$ cat src/rtl/bcim_pkg.sv
package bcim_pkg;

  // Largest matrix extent or block size; larger register values saturate here
  localparam int unsigned MAX_EXTENT = 65536;

  // Field widths
  localparam int EXT_W   = 17;
  localparam int GRID_W  = 9;
  localparam int COORD_W = 8;
  localparam int IDX_W   = 16;
  localparam int OFS_W   = 32;

  // Configuration port
  localparam int DATA_W = 32;
  localparam int ADDR_W = 5;

  // Item pipeline: one restoring divider stage per quotient bit, then two
  // stages for the global index
  localparam int DIV_STAGES = IDX_W;
  localparam int AXIS_LAT   = DIV_STAGES + 2;
  localparam int SIDE_DLY   = AXIS_LAT - 1;

  // Register map, index = paddr[4:2]
  typedef enum logic [2:0] {
    REG_ROWS_TOTAL,
    REG_COLS_TOTAL,
    REG_ROW_BLOCK,
    REG_COL_BLOCK,
    REG_GRID_ROWS,
    REG_GRID_COLS,
    REG_MY_GRID_ROW,
    REG_MY_GRID_COL
  } reg_idx_t;

  // Effective per-axis distribution settings
  typedef struct packed {
    logic [EXT_W-1:0]   ext;
    logic [EXT_W-1:0]   blk;
    logic [GRID_W-1:0]  grid;
    logic [COORD_W-1:0] coord;
  } axis_cfg_t;

  // Local offset and range flag traveling beside the divider pipeline
  typedef struct packed {
    logic [OFS_W-1:0] loff;
    logic             inr;
  } side_t;

  // Local count sequencer
  typedef enum logic [2:0] {
    NR_IDLE,
    NR_LOAD,
    NR_DIV_BLK,
    NR_LOAD_GRID,
    NR_DIV_GRID,
    NR_MUL,
    NR_SUM
  } nr_state_t;

  function automatic logic [EXT_W-1:0] sat_ext(input logic [EXT_W-1:0] v);
    if (v > MAX_EXTENT) begin
      return EXT_W'(MAX_EXTENT);
    end
    return v;
  endfunction

  function automatic logic [EXT_W-1:0] eff_blk(input logic [EXT_W-1:0] v);
    logic [EXT_W-1:0] s;
    s = sat_ext(v);
    return (s == '0) ? EXT_W'(1) : s;
  endfunction

  function automatic logic [GRID_W-1:0] eff_grid(input logic [GRID_W-1:0] v);
    return (v == '0) ? GRID_W'(1) : v;
  endfunction

endpackage

$ cat src/rtl/bcim_axis.sv
module bcim_axis (
  input  logic                       clk,
  input  logic                       rst_n,
  input  logic                       vld_i,
  input  logic [bcim_pkg::IDX_W-1:0] li_i,
  input  bcim_pkg::axis_cfg_t        cfg_i,
  output logic                       vld_o,
  output logic [bcim_pkg::IDX_W-1:0] gi_o
);
  import bcim_pkg::*;

  // Divider stage registers
  logic             vld_r [0:DIV_STAGES-1];
  logic [EXT_W-1:0] rem_r [0:DIV_STAGES-1];
  logic [IDX_W-1:0] sh_r  [0:DIV_STAGES-1];
  logic             vld_in [0:DIV_STAGES-1];
  logic [EXT_W-1:0] rem_in [0:DIV_STAGES-1];
  logic [IDX_W-1:0] sh_in  [0:DIV_STAGES-1];
  logic [EXT_W-1:0] rem_nxt [0:DIV_STAGES-1];
  logic [IDX_W-1:0] sh_nxt  [0:DIV_STAGES-1];

  // Index stages
  logic             g1_vld_r, g2_vld_r;
  logic [IDX_W-1:0] t_r, r1_r, gi_r;
  logic [IDX_W-1:0] t_nxt, gi_nxt;
  logic [IDX_W+GRID_W-1:0] qg;
  logic [2*IDX_W-1:0]      tb;

  // Stage inputs: first stage from the ports, then from the previous stage
  genvar s;
  generate
    for (s = 0; s < DIV_STAGES; s++) begin : g_stage
      if (s == 0) begin : g_first
        assign vld_in[s] = vld_i;
        assign rem_in[s] = '0;
        assign sh_in[s]  = li_i;
      end else begin : g_rest
        assign vld_in[s] = vld_r[s-1];
        assign rem_in[s] = rem_r[s-1];
        assign sh_in[s]  = sh_r[s-1];
      end
    end
  endgenerate

  // One quotient bit per stage; sh holds dividend bits out, quotient bits in
  always_comb begin
    logic [EXT_W:0] tmp;
    logic           ge;
    for (int i = 0; i < DIV_STAGES; i++) begin
      tmp        = {rem_in[i], sh_in[i][IDX_W-1]};
      ge         = (tmp >= {1'b0, cfg_i.blk});
      rem_nxt[i] = ge ? EXT_W'(tmp - {1'b0, cfg_i.blk}) : tmp[EXT_W-1:0];
      sh_nxt[i]  = {sh_in[i][IDX_W-2:0], ge};
    end
  end

  // (block * grid + coord) * blk + offset, kept modulo 2^16
  always_comb begin
    qg     = (IDX_W+GRID_W)'(sh_r[DIV_STAGES-1]) * (IDX_W+GRID_W)'(cfg_i.grid);
    t_nxt  = IDX_W'(qg + (IDX_W+GRID_W)'(cfg_i.coord));
    tb     = (2*IDX_W)'(t_r) * (2*IDX_W)'(cfg_i.blk[IDX_W-1:0]);
    gi_nxt = IDX_W'(tb[IDX_W-1:0] + r1_r);
  end

  always_ff @(posedge clk) begin
    if (!rst_n) begin
      for (int i = 0; i < DIV_STAGES; i++) begin
        vld_r[i] <= 1'b0;
      end
      g1_vld_r <= 1'b0;
      g2_vld_r <= 1'b0;
    end else begin
      for (int i = 0; i < DIV_STAGES; i++) begin
        vld_r[i] <= vld_in[i];
      end
      g1_vld_r <= vld_r[DIV_STAGES-1];
      g2_vld_r <= g1_vld_r;
    end
  end

  always_ff @(posedge clk) begin
    for (int i = 0; i < DIV_STAGES; i++) begin
      rem_r[i] <= rem_nxt[i];
      sh_r[i]  <= sh_nxt[i];
    end
    t_r  <= t_nxt;
    r1_r <= rem_r[DIV_STAGES-1][IDX_W-1:0];
    gi_r <= gi_nxt;
  end

  assign vld_o = g2_vld_r;
  assign gi_o  = gi_r;

endmodule

$ cat config.mk
export PLATFORM = sky130hd
export DESIGN_NAME = bcim_axis
export DESIGN_NICKNAME = d
export VERILOG_FILES = /design/src/rtl/bcim_pkg.sv /design/src/rtl/bcim_axis.sv
export SDC_FILE = /design/constraint.sdc
export NUM_CORES = 2
export LEC_CHECK = 0
export BUFFER_PORTS_ARGS = -buffer_cell sky130_fd_sc_hd__buf_2
export CORE_UTILIZATION = 31
export CTS_CLUSTER_SIZE = 10
export DETAILED_ROUTE_END_ITERATION = 7
export HOLD_SLACK_MARGIN = 0.06
export SLEW_MARGIN = 40
export SYNTH_ARGS = -nofsm -noshare
export SYNTH_HDL_FRONTEND = slang
export SYNTH_SLANG_ARGS = --single-unit
export TNS_END_PERCENT = 100
$ cat constraint.sdc
create_clock -name clk -period 5.9 [get_ports clk]
set_clock_uncertainty 0.1 [all_clocks]
set_input_delay 0.885 -clock clk [delete_from_list [all_inputs] [get_ports clk]]
set_output_delay 0.885 -clock clk [all_outputs]
set_load 0.1 [all_outputs]
==> qor.yml <==
run_status: "complete, no violations"
placed_inst_area_um2: 36400
grt_antenna_before_repair: 1
fmax_mhz: 185
h-tree-depth: 3
postSynthNetCount: 4088
holdCritPathClass: "flop to flop"
gpl.final_weighted_congestion: 0.866
hpwl_mm: 60.4
whs_endpoint: "sh_r[1][77]$_DFF_P_"
worst_ep_required_time_ns: 6.38
cell_area_after_technology_mapping_um2: 34100
wire_length_of_the_first_global_routing_pass_mm: 127
root_buffer: "sky130_fd_sc_hd__clkbuf_16"
firstDrtPassIters: 5
setup.worst_path.start_class: "flop"
yosys_warnings: 0
clock_sink_count: 593
synthToLayoutAreaGrowth_pct: 13.5
synth_largest_type_area_fraction_pct: 34.8
timing_max_transition_violations_final: 0
totalWireLength_mm: 78.6
drtAntennaViolNets: 0
max_cap_viol_count: 0
layout_min_cycle_time_ns: 5.42
latest_clock_arrival_within_the_worst_skew_pair_ns: 0.66
critPathLaunch: "t_r[1]$_DFF_P_"
crit_slowest_cell: "sky130_fd_sc_hd__dfxtp_1"
cts.path.max_buffers: 3
final_common_cell: "sky130_fd_sc_hd__dfxtp_1"
proportion_of_synthesized_chip_area_in_sequential_cells_pct: 34.8
critPathArrivalTime_ns: 5.90
synth_enable_flop_cells: 0
routed-via-count: 24316
path_clk_slew_ns: 0.05
cts_tree: "done"
report.final.setup_viol: 0
ys.flop_type: "sky130_fd_sc_hd__dfxtp_1"
multi_input_area_um2: 20700
stdcell_area_um2: 38700
tightestPinTransition_ns: 0.846
postCtsSetupRepairBufs: 0
cp.buffers_inverters: 2
slew_headroom_pct: 43.6
first_global_vias: 24485
vias_per_cell: 4.79
unrepaired_setup_endpoints_after_global_routing: "false"
core_area_um2: 109000
synth.largest_area_cell: "sky130_fd_sc_hd__dfxtp_1"
floorplan.die.height_um: 334
path_max_fanout: 13
global_route.overflow_total: 0
ctsResizeCount: 0
drt_first_iter_violations: 1239
final_layout_size_suffix_gt1_share_pct: 11.0
port_buffers: 69
setup.reg_to_reg.worst_slack_ns: 0.48
hold_viol: 0
post_placement_worst_setup_slack_ns: 0.0695
critical_path.cell_chain: "nand2_1 > fa_1 > fa_1 > inv_1 > fa_1 > fa_1 > inv_1 > fa_1 > fa_1 > xor2_1 > xnor2_1 > xnor2_1 > xnor2_1 > xnor2_1 > xnor2_1 > xnor2_1"
row_count: 121
worst_slack_on_hold_paths_ns: 0.205
cts_made_buffers: 75
initial_core_util_pct: 31.3
diodes: 0
worst_path_largest_cell_delay_ns: 0.71
worstSetupEndpointType: "flop"
rr_endpoint: "gi_o[15]$_DFF_P_"
drt-wirelength-per-cell_um: 15.5
min_path_cells: 0
nNetsFinal: 4228
io_pins: 87
critical_path.top_delay_family: "adder cells"
regToRegStartpoint: "t_r[1]$_DFF_P_"
die_width_um: 334
depth_of_the_most_critical_reg_to_reg_path: 16
post-route-worst-setup-slack_ns: 0.481
design.die.area_um2: 111000
hold_buffers: 0
largest_net_degree_at_the_start_of_global_routing: 33
post_synth_main_area_contributors: "sky130_fd_sc_hd__dfxtp_1 (35%), sky130_fd_sc_hd__ha_1 (13%), sky130_fd_sc_hd__fa_1 (11%), sky130_fd_sc_hd__xnor2_1 (4.5%), sky130_fd_sc_hd__mux2_2 (4.1%)"
drc: 0
ff_latch_area_um2: 11900
synth.distinct_cells: 75
mostFrequentLayoutCells: "sky130_fd_sc_hd__dfxtp_1 (593), sky130_fd_sc_hd__ha_1 (347), sky130_fd_sc_hd__inv_1 (323), sky130_fd_sc_hd__nand2_1 (279), sky130_fd_sc_hd__nor2_1 (212)"
postSynthRegisterBits: 593
setup_total_neg_slack_ns: 0
num-fill-cells: 10895
synthCells: 3491
total_routing_usage_reported_by_global_routing_pct: 14.3
period_utilization_pct: 91.8
holdCritStartpoint: "sh_r[1][60]$_DFF_P_"
timing.setup.critical_path_class: "flop to flop"
post_synth.cell_area_avg_um2: 9.76
synth_async_sr_flop_share_pct: 0
logic make-up (layout without fill, tap and decap cells):
family                     after synthesis  in the layout  synth area share (%)
adders and majority gates              527            527                  23.3
and+or+nand+nor                        939            939                  13.4
DFF                                    593            593                  34.8
xor gates and xnor gates               253            253                  6.50
muxes                                  170            170                  5.67
buffers and inverters                  385            560                  4.44
AOI/OAI and AO/OA                      624            624                  11.9
synthesized netlist by cell type, types with 16 or more instances:
cell / n
sky130_fd_sc_hd__a21oi_1: 210
sky130_fd_sc_hd__a21boi_0: 18
sky130_fd_sc_hd__a31oi_1: 20
sky130_fd_sc_hd__nand4_1: 48
sky130_fd_sc_hd__o211ai_1: 17
sky130_fd_sc_hd__and2_1: 137
sky130_fd_sc_hd__and3_1: 33
sky130_fd_sc_hd__nor2b_1: 35
sky130_fd_sc_hd__fa_1: 180
sky130_fd_sc_hd__o31ai_1: 16
sky130_fd_sc_hd__or3_1: 24
sky130_fd_sc_hd__nand2_1: 279
sky130_fd_sc_hd__a211oi_1: 25
sky130_fd_sc_hd__ha_1: 347
sky130_fd_sc_hd__o21a_1: 39
sky130_fd_sc_hd__a21o_1: 55
sky130_fd_sc_hd__nor2_1: 212
sky130_fd_sc_hd__mux2i_1: 25
sky130_fd_sc_hd__nand3_1: 36
sky130_fd_sc_hd__dfxtp_1: 593
sky130_fd_sc_hd__xnor2_1: 174
sky130_fd_sc_hd__xor2_1: 79
sky130_fd_sc_hd__inv_1: 324
sky130_fd_sc_hd__o21ai_0: 101
sky130_fd_sc_hd__nand2b_1: 34
sky130_fd_sc_hd__nor3_1: 60
sky130_fd_sc_hd__clkbuf_1: 40
sky130_fd_sc_hd__mux2_2: 124
worst register-to-register path: cells and delay by family, from the launching register on:
family	cells	cell delay (ns)
fa+ha+maj	6	3.02
xor+xnor	7	1.26
flops	1	0.71
simple gates	1	0.16
buf+inv	2	0.11
cell type report:
type / instances / share of cell area, %
timing repair buffer: 124 / 1.96
inverter: 324 / 3.14
tap: 1414 / 4.57
sequential: 593 / 30.7
clock buffer: 95 / 5.28
multi-input combinational: 2513 / 53.6
clock inverter: 17 / 0.725
flip-flops by register name (all words and copies together), names as in the netlist:
| name | flops |
|---|---|
| gi_o | 16 |
| sh_r | 256 |
| rem_r | 271 |
| g1_vld_r | 1 |
| t_r | 16 |
| vld_r | 16 |
| r1_r | 16 |
| vld_o | 1 |
metrics by stage:
stage                     utilization [%]  cells
after CTS                            35.5   5080
after detailed placement             33.4   4968
after floorplan                         -   3491
final                                35.5   5080
after global placement               33.4   4968
after global routing                 35.5   5080
per-layer routing:
layer  GRT usage, %  share of wire, %  vias up
li1               -                 -    12244
met4           4.84               2.5        0
met3           2.14               3.9      104
met1           17.9                45    11550
met2           24.7                48      418
met5              0                 0        -
how the worst max path moves through the flow:
stage | end | slack [ns] | cells after the start
after floorplan | gi_o[15]$_DFF_P_ | 0.33 | 17
after global placement | gi_o[15]$_DFF_P_ | 0.12 | 18
after detailed placement | gi_o[14]$_DFF_P_ | 0.07 | 18
after CTS | gi_o[15]$_DFF_P_ | 0.45 | 16
after global routing | gi_o[15]$_DFF_P_ | 0.24 | 16
final | gi_o[15]$_DFF_P_ | 0.48 | 16
Power is left out: the tool's default activity adds up to more than one toggle a clock period on the data nets, which glitch-free logic cannot reach.
