$ cat config.mk
export PLATFORM = sky130hd
export DESIGN_NAME = bcim_numroc
export DESIGN_NICKNAME = d
export VERILOG_FILES = /design/src/rtl/bcim_pkg.sv /design/src/rtl/bcim_numroc.sv
export SDC_FILE = /design/constraint.sdc
export NUM_CORES = 1
export LEC_CHECK = 0
export BUFFER_PORTS_ARGS = -buffer_cell sky130_fd_sc_hd__buf_2
export CORE_ASPECT_RATIO = 0.75
export CORE_MARGIN = 4
export CORE_UTILIZATION = 50
export CTS_CLUSTER_SIZE = 24
export DETAILED_ROUTE_END_ITERATION = 8
export PLACE_DENSITY = 0.75
export RECOVER_POWER = 25
export SLEW_MARGIN = 20
export SYNTH_ARGS = -nofsm -noshare
export SYNTH_HDL_FRONTEND = slang
export SYNTH_SLANG_ARGS = --single-unit
$ cat constraint.sdc
create_clock -name clk -period 11.6 [get_ports clk]
set_input_delay 2.32 -clock clk [delete_from_list [all_inputs] [get_ports clk]]
set_output_delay 2.32 -clock clk [all_outputs]
set_load 0.02 [all_outputs]
$ cat src/rtl/bcim_pkg.sv
package bcim_pkg;

  // Largest matrix extent or block size; larger register values saturate here
  localparam int unsigned MAX_EXTENT = 65536;

  // Field widths
  localparam int EXT_W   = 17;
  localparam int GRID_W  = 9;
  localparam int COORD_W = 8;
  localparam int IDX_W   = 16;
  localparam int OFS_W   = 32;

  // Configuration port
  localparam int DATA_W = 32;
  localparam int ADDR_W = 5;

  // Item pipeline: one restoring divider stage per quotient bit, then two
  // stages for the global index
  localparam int DIV_STAGES = IDX_W;
  localparam int AXIS_LAT   = DIV_STAGES + 2;
  localparam int SIDE_DLY   = AXIS_LAT - 1;

  // Register map, index = paddr[4:2]
  typedef enum logic [2:0] {
    REG_ROWS_TOTAL,
    REG_COLS_TOTAL,
    REG_ROW_BLOCK,
    REG_COL_BLOCK,
    REG_GRID_ROWS,
    REG_GRID_COLS,
    REG_MY_GRID_ROW,
    REG_MY_GRID_COL
  } reg_idx_t;

  // Effective per-axis distribution settings
  typedef struct packed {
    logic [EXT_W-1:0]   ext;
    logic [EXT_W-1:0]   blk;
    logic [GRID_W-1:0]  grid;
    logic [COORD_W-1:0] coord;
  } axis_cfg_t;

  // Local offset and range flag traveling beside the divider pipeline
  typedef struct packed {
    logic [OFS_W-1:0] loff;
    logic             inr;
  } side_t;

  // Local count sequencer
  typedef enum logic [2:0] {
    NR_IDLE,
    NR_LOAD,
    NR_DIV_BLK,
    NR_LOAD_GRID,
    NR_DIV_GRID,
    NR_MUL,
    NR_SUM
  } nr_state_t;

  function automatic logic [EXT_W-1:0] sat_ext(input logic [EXT_W-1:0] v);
    if (v > MAX_EXTENT) begin
      return EXT_W'(MAX_EXTENT);
    end
    return v;
  endfunction

  function automatic logic [EXT_W-1:0] eff_blk(input logic [EXT_W-1:0] v);
    logic [EXT_W-1:0] s;
    s = sat_ext(v);
    return (s == '0) ? EXT_W'(1) : s;
  endfunction

  function automatic logic [GRID_W-1:0] eff_grid(input logic [GRID_W-1:0] v);
    return (v == '0) ? GRID_W'(1) : v;
  endfunction

endpackage

$ cat src/rtl/bcim_numroc.sv
module bcim_numroc (
  input  logic                       clk,
  input  logic                       rst_n,
  input  logic                       start_i,
  input  bcim_pkg::axis_cfg_t        cfg_i,
  output logic [bcim_pkg::EXT_W-1:0] count_o,
  output logic                       busy_o
);
  import bcim_pkg::*;

  localparam int IT_W = $clog2(EXT_W);

  nr_state_t        state_r, state_nxt;
  logic [EXT_W-1:0] dvd_r, dvd_nxt;     // dividend, quotient shifts in
  logic [EXT_W-1:0] rem_r, rem_nxt;     // partial remainder
  logic [EXT_W-1:0] dsr_r, dsr_nxt;     // divisor
  logic [IT_W-1:0]  it_r, it_nxt;
  logic [EXT_W-1:0] nrem_r, nrem_nxt;   // extent mod block
  logic [EXT_W-1:0] prod_r, prod_nxt;   // owned complete blocks times block
  logic [EXT_W-1:0] cnt_r, cnt_nxt;

  logic [EXT_W:0]   tmp;
  logic             ge;
  logic [EXT_W-1:0] rem_step;
  logic [EXT_W-1:0] dvd_step;
  logic [2*EXT_W-1:0] mul;
  logic [EXT_W:0]   len;
  logic             last_it;

  // One restoring division step per cycle
  always_comb begin
    tmp      = {rem_r, dvd_r[EXT_W-1]};
    ge       = (tmp >= {1'b0, dsr_r});
    rem_step = ge ? EXT_W'(tmp - {1'b0, dsr_r}) : tmp[EXT_W-1:0];
    dvd_step = {dvd_r[EXT_W-2:0], ge};
    last_it  = (it_r == IT_W'(EXT_W-1));
    mul      = (2*EXT_W)'(dvd_r) * (2*EXT_W)'(cfg_i.blk);
    len      = {1'b0, prod_r}
             + ((rem_r > EXT_W'(cfg_i.coord)) ? {1'b0, cfg_i.blk} : '0)
             + (((nrem_r != '0) && (rem_r == EXT_W'(cfg_i.coord))) ?
                {1'b0, nrem_r} : '0);
  end

  // Sequencer: extent / block, then complete blocks / grid, then length
  always_comb begin
    state_nxt = state_r;
    dvd_nxt   = dvd_r;
    rem_nxt   = rem_r;
    dsr_nxt   = dsr_r;
    it_nxt    = it_r;
    nrem_nxt  = nrem_r;
    prod_nxt  = prod_r;
    cnt_nxt   = cnt_r;
    unique case (state_r)
      NR_IDLE: ;
      NR_LOAD: begin
        dvd_nxt   = cfg_i.ext;
        rem_nxt   = '0;
        dsr_nxt   = cfg_i.blk;
        it_nxt    = '0;
        state_nxt = NR_DIV_BLK;
      end
      NR_DIV_BLK: begin
        dvd_nxt = dvd_step;
        rem_nxt = rem_step;
        it_nxt  = it_r + IT_W'(1);
        if (last_it) begin
          state_nxt = NR_LOAD_GRID;
        end
      end
      NR_LOAD_GRID: begin
        nrem_nxt  = rem_r;
        rem_nxt   = '0;
        dsr_nxt   = EXT_W'(cfg_i.grid);
        it_nxt    = '0;
        state_nxt = NR_DIV_GRID;
      end
      NR_DIV_GRID: begin
        dvd_nxt = dvd_step;
        rem_nxt = rem_step;
        it_nxt  = it_r + IT_W'(1);
        if (last_it) begin
          state_nxt = NR_MUL;
        end
      end
      NR_MUL: begin
        prod_nxt  = mul[EXT_W-1:0];
        state_nxt = NR_SUM;
      end
      NR_SUM: begin
        cnt_nxt   = len[EXT_W-1:0];
        state_nxt = NR_IDLE;
      end
      default: state_nxt = NR_IDLE;
    endcase
    // A new register write restarts the computation
    if (start_i) begin
      state_nxt = NR_LOAD;
    end
  end

  always_ff @(posedge clk) begin
    if (!rst_n) begin
      state_r <= NR_IDLE;
      cnt_r   <= EXT_W'(1);
    end else begin
      state_r <= state_nxt;
      cnt_r   <= cnt_nxt;
    end
  end

  always_ff @(posedge clk) begin
    dvd_r  <= dvd_nxt;
    rem_r  <= rem_nxt;
    dsr_r  <= dsr_nxt;
    it_r   <= it_nxt;
    nrem_r <= nrem_nxt;
    prod_r <= prod_nxt;
  end

  assign count_o = cnt_r;
  assign busy_o  = (state_r != NR_IDLE);

endmodule

==> impl_metrics.yaml, run 1 <==
route:
  drcViolationCount: 0
  routed_wirelength_mm: 26.14
  drt_iter0_drc: 536
  firstDrtPassIters: 5
  detail_route.vias_per_cell: 5.466
  ant_nets: 0
  wl_per_cell_um: 17.49
  vias: 8166
synth:
  unique_masters_post_synth: 59
  netlist_instances: 1156
  post_synth_instance_area_um2: 10960
  postSynth.asyncResetShare_pct: 0
  syn_avg_cell_area_um2: 9.479
  synthesis.nets: 1416
  ys_seq_elements: 110
  seq_area_frac_synth_pct: 28.32
  synthFlopType: "edfxtp_1"
  synth_enable_flop_cells: 90
  ys.warnings.count: 0
layout:
  final_nets: 1462
  synthToLayoutAreaGrowth_pct: 8.039
  antenna_cells: 0
  multi_input_comb_area_um2: 7041
  drive_above_1_share_pct: 9.287
  ff_latch_area_um2: 3103
  layout.core_utilization_pct: 55.44
  final.fill_count: 1859
timing:
  post_route_setup_tns_ps: 0
  finalSetupViolCount: 0
  min_period_over_period_pct: 61.42
  slew_headroom_pct: -30.21
  worst_max_slew_pin_slew_ps: 1953
  slew_viol_final: 38
  fin_worst_skew_ps: 15.26
  finalCriticalPeriod_ps: 7125
  grt_setup_unrepaired: "false"
  fmax_ghz: 0.1404
  final_hold_viol_count: 0
clock_network:
  worstSkewPairLatency_ps: 370
  cts.repair_timing.setup_buffer_count: 0
  cts_max_level: 3
  cts-buffers-inserted: 9
  clock-root-buffer: "clkbuf_16"
  worst_setup_hold_path_clk_slew_ps: 70
  cts_tree: "done"
  cts.sink_count: 110
  clock_tree.buffer_depth: 2
  cts.hold.buffers_added: 0
  postCtsResizedCells: 0
global_route:
  grt_max_degree: 38
  gr-total-overflow: 0
  grt_pass1_wl_mm: 42.79
  initial_antenna_violation_count: 0
  first_global_vias: 8002
  gr-usage-all-layers_pct: 22.60
floorplan:
  placement_rows: 46
  start_util_pct: 51.32
  floorplan.die.width_um: 178.9
  placeableCoreArea_um2: 21350
  ios: 72
  die_y_um: 136.2
  die_area_um2: 24370
worst_setup_path:
  worstSetupStartpointType: "primary input"
  path_common_cell: "fa_1"
  crit_path_max_fanout: 12
  crit_type: "in2reg"
  path_cells: "buf_2 -> and2_1 -> fa_1 -> inv_1 -> fa_1 -> inv_1 -> fa_1 -> inv_1 -> fa_1 -> inv_1 -> fa_1 -> fa_1 -> ha_1 -> and3_1 -> a21oi_1 -> o31ai_1 -> o41ai_1 -> xnor2_1"
  worst-endpoint-arrival_ps: 7210
  timing.critical_path.required_ps: 11690
  critical_path.slowest_cell: "fa_1"
  crit_buf_inv: 5
  critical_path.max_stage_delay_ps: 550
  critical_path.top_delay_family: "adder cells"
  endpoint_kind: "register"
power:
  p_per_area_nw_per_um2: 183.6
  cellLeakagePower_nw: 5.313
  total_power_mw: 2.174
  worst_ir_drop_vdd_mv: 0.1699
status:
  violations: "capacitance limit, slew limit"
  status: "finished with violations"
run:
  cap_viol_max_count: 1
placed_design:
  numPortBuffers: 71
  place_hpwl_mm: 20.48
  replace_congestion: 0.8952
worst_hold_path:
  min_path_type: "reg2reg"
-- where the power goes --
part	total [mW]	switching (mW)	internal, mW
Combinational	1.33	0.719	0.607
Sequential	0.528	0.0208	0.507
Clock	0.321	0.152	0.169
Total	2.17	0.891	1.28
-- area by class of cell --
| type | instances | share of cell area, % |
|---|---|---|
| Sequential cell | 110 | 26.21 |
| Timing Repair Buffer | 78 | 3.350 |
| Multi-Input combinational cell | 831 | 59.47 |
| Tap cell | 288 | 3.044 |
| Clock buffer | 9 | 1.902 |
| Inverter | 172 | 5.453 |
| Clock inverter | 6 | 0.5707 |
-- stage by stage --
step | setup WS (ps) | hold WS, ps | cells | instance area, µm²
6_report | 4475 | 452.6 | 1494 | 11840
5_1_grt | 4233 | 473.1 | 1494 | 11840
4_1_cts | 4461 | 453.0 | 1494 | 11850
3_5_place_dp | 4094 | 442.5 | 1479 | 11560
3_3_place_gp | 4263 | 440.8 | 1479 | 11560
2_1_floorplan | 4436 | 467.8 | 1156 | 10960
-- sequential cells by signal, indices dropped and copies added (netlist names) --
name,cells
count_o,17
dsr_r,17
dvd_r,17
it_r,5
nrem_r,17
prod_r,17
rem_r,17
state_r,3
-- cell usage after synthesis, types with 8 or more instances --
cell	number	area (µm²)
a21o_1	9	67.56
inv_1	172	645.6
nor3_1	16	80.08
ha_1	94	1176
nor2_1	43	161.4
xor2_1	15	131.4
dfxtp_1	20	400.4
a21oi_1	39	195.2
o21a_1	11	82.58
nor2b_1	10	62.56
clkbuf_1	41	153.9
fa_1	112	2242
nand2_1	174	653.1
xnor2_1	41	359.1
nand3_1	23	115.1
o21ai_0	39	195.2
and2_1	93	581.8
edfxtp_1	90	2703
nand2b_1	8	50.05
a211oi_1	11	82.58
mux2_2	10	112.6
-- routing by layer --
layer	up-vias	GRT usage, %	routed length [µm]
met4	0	4.985	421
li1	3859	-	-
met1	3904	33.07	12010
met3	38	6.088	2495
met2	365	33.80	11210
met5	-	0	0
-- worst register-to-register path, cell delays in order (launching register included) --
cell      delay, ps
edfxtp_1        640
and2_1          310
fa_1            540
inv_1            60
fa_1            550
inv_1            60
fa_1            490
inv_1            50
fa_1            470
inv_1            60
fa_1            510
fa_1            490
ha_1            360
and3_1          190
a21oi_1         110
o31ai_1         100
o41ai_1         370
xnor2_1         120
-- cell usage in the layout (no fill, tap or decap), types with 6 or more instances in the layout --
| cell | instances |
|---|---|
| xnor2_1 | 41 |
| nand2_1 | 174 |
| nand2b_1 | 8 |
| o21a_1 | 11 |
| a211oi_1 | 11 |
| fa_1 | 112 |
| nand3_1 | 23 |
| ha_1 | 94 |
| a21oi_1 | 38 |
| xor2_1 | 15 |
| a31oi_1 | 6 |
| o21ai_0 | 38 |
| inv_1 | 172 |
| buf_2 | 71 |
| mux2_2 | 10 |
| dfxtp_1 | 20 |
| a21o_1 | 9 |
| and2_1 | 93 |
| nor4_1 | 7 |
| nand4_1 | 6 |
| nor3_1 | 16 |
| or3_1 | 7 |
| edfxtp_1 | 90 |
| nor2b_1 | 10 |
| clkbuf_16 | 9 |
| nor2_1 | 43 |
-- worst paths after layout --
path / startpoint / to / slack (ps) / cells after the start
max: cfg_i[24] / prod_r[15] / 4480 / 18
min: count_o[7] / count_o[7] / 450 / 2
max reg2reg: dvd_r[5] / prod_r[15] / 5850 / 17
min reg2reg: count_o[7] / count_o[7] / 450 / 2
-- cell families after synthesis --
logic type	share of synthesized area, %
buf+inv	7.468
fa+ha+maj	31.19
flops	28.32
mux	1.302
xor+xnor	4.681
simple gates	17.70
compound gates	9.340
Note: power is estimated with default switching activity, not from simulation.
==> run 2, diff against run 1 <==
==> constraint.sdc (replaced) <==
create_clock -name clk -period 7.2 [get_ports clk]
set_input_delay 1.44 -clock clk [delete_from_list [all_inputs] [get_ports clk]]
set_output_delay 1.44 -clock clk [all_outputs]
set_load 0.02 [all_outputs]
==> run 2 against run 1 <==
Net effect: the flow now finishes without violations; critical endpoint unchanged; via count grew 0.38%; non-clock buffer count grew 1; utilization grew 0.18 points; clock power grew 71%; sequential share of layout area shrank 0.083 points; global-route usage shrank 0.088 points.
==> impl_metrics.yaml, run 2 (synthesis gave the netlist of run 1 again) <==
worst_setup_path:
  worst-endpoint-arrival_ps: 6320
  crit_type: "in2reg"
  endpoint_kind: "register"
  critical_path.slowest_cell: "fa_1"
  critical_path.top_delay_family: "adder cells"
  worstSetupStartpointType: "primary input"
  timing.critical_path.required_ps: 7290
  crit_path_max_fanout: 12
  critical_path.max_stage_delay_ps: 530
  crit_buf_inv: 5
  path_common_cell: "fa_1"
  path_cells: "buf_2 -> and2_1 -> fa_1 -> inv_1 -> fa_1 -> inv_1 -> fa_1 -> inv_1 -> fa_1 -> inv_1 -> fa_1 -> fa_1 -> ha_1 -> and3_1 -> a21oi_1 -> o31ai_1 -> o41ai_1 -> xnor2_1"
timing:
  fin_worst_skew_ps: 12.59
  finalSetupViolCount: 0
  fmax_ghz: 0.1606
  finalCriticalPeriod_ps: 6225
  worst_max_slew_pin_slew_ps: 1266
  slew_viol_final: 0
  final_hold_viol_count: 0
  min_period_over_period_pct: 86.46
  grt_setup_unrepaired: "false"
  finalHoldWorstSlack_ps: 451.4
  post_route_setup_tns_ps: 0
  slew_headroom_pct: 15.58
global_route:
  grt_pass1_wl_mm: 42.66
  first_global_vias: 7931
  gr-total-overflow: 0
  initial_antenna_violation_count: 0
  grt_max_degree: 38
  gr-usage-all-layers_pct: 22.51
route:
  vias: 8197
  wl_per_cell_um: 17.67
  detail_route.vias_per_cell: 5.483
  firstDrtPassIters: 5
  drt_iter0_drc: 627
  drcViolationCount: 0
  routed_wirelength_mm: 26.41
  ant_nets: 0
placed_design:
  numPlacedInstances: 1480
  numPortBuffers: 71
  replace_congestion: 0.8964
  place_hpwl_mm: 20.55
clock_network:
  worstSkewPairLatency_ps: 360
  cts-buffers-inserted: 9
  worst_setup_hold_path_clk_slew_ps: 70
  cts.repair_timing.setup_buffer_count: 0
  clock_tree.buffer_depth: 2
  cts_max_level: 3
  cts.hold.buffers_added: 0
  cts.sink_count: 110
  cts_tree: "done"
  postCtsResizedCells: 0
  clock-root-buffer: "clkbuf_16"
layout:
  final_cell_mix: "173 x nand2_1, 172 x inv_1, 112 x fa_1"
  synthToLayoutAreaGrowth_pct: 8.381
  final_cells: 1495
  mostFrequentLayoutCell: "nand2_1"
  final_nets: 1463
  antenna_cells: 0
  layout.core_utilization_pct: 55.62
  drive_above_1_share_pct: 9.445
floorplan:
  floorplan.die.width_um: 178.9
  die_area_um2: 24370
  ios: 72
  placement_rows: 46
  start_util_pct: 51.32
  die_y_um: 136.2
  placeableCoreArea_um2: 21350
power:
  cellLeakagePower_nw: 5.331
  worst_ir_drop_vdd_mv: 0.2572
  p_per_area_nw_per_um2: 299.6
run:
  cap_viol_max_count: 0
status:
  status: "complete, no violations"
worst_hold_path:
  min_path_type: "reg2reg"
==> run 2: worst min-delay path: stages, from the launching register on <==
cell	delay (ps)
dfxtp_1	310
nand2_1	50
a21oi_1	50
==> run 2: final cells by class <==
| cell class | instances | area, µm² |
|---|---|---|
| multi-input cells | 831 | 7043 |
| fillers | 1882 | 9477 |
| inverters | 172 | 645.6 |
| clock inverters | 6 | 92.59 |
| well taps | 288 | 360.3 |
| flip-flops and latches | 110 | 3103 |
| clock buffers | 9 | 225.2 |
| repair buffers | 79 | 406.6 |
==> run 2: where the power goes <==
part | internal, mW | switching [mW]
Sequential | 0.816 | 0.0342
Combinational | 0.984 | 1.17
Clock | 0.307 | 0.243
==> run 2: per-stage QoR <==
step                      cell area, µm²  total power, mW  setup WS [ps]
after detailed placement           11560            3.008          651.7
after floorplan                    10960            2.543          915.8
final                              11880            3.558          974.9
after global placement             11560            2.936          735.9
after global routing               11880            3.893          716.7
after CTS                          11880            3.569           1020
==> run 2: worst paths after layout <==
path | from | endpoint | slack (ps) | cells after the start
worst min register to register | count_o[7] | count_o[7] | 450 | 2
worst min-delay path | count_o[7] | count_o[7] | 450 | 2
worst max-delay path | cfg_i[24] | prod_r[15] | 970 | 18
worst max register to register | dvd_r[5] | prod_r[15] | 1500 | 17
==> run 2: layer usage <==
metal | global-route usage, % | part of all wire, %
met5 | 0 | 0
met4 | 4.389 | 1.4
met1 | 33.39 | 45
met3 | 5.810 | 9.6
met2 | 33.59 | 44
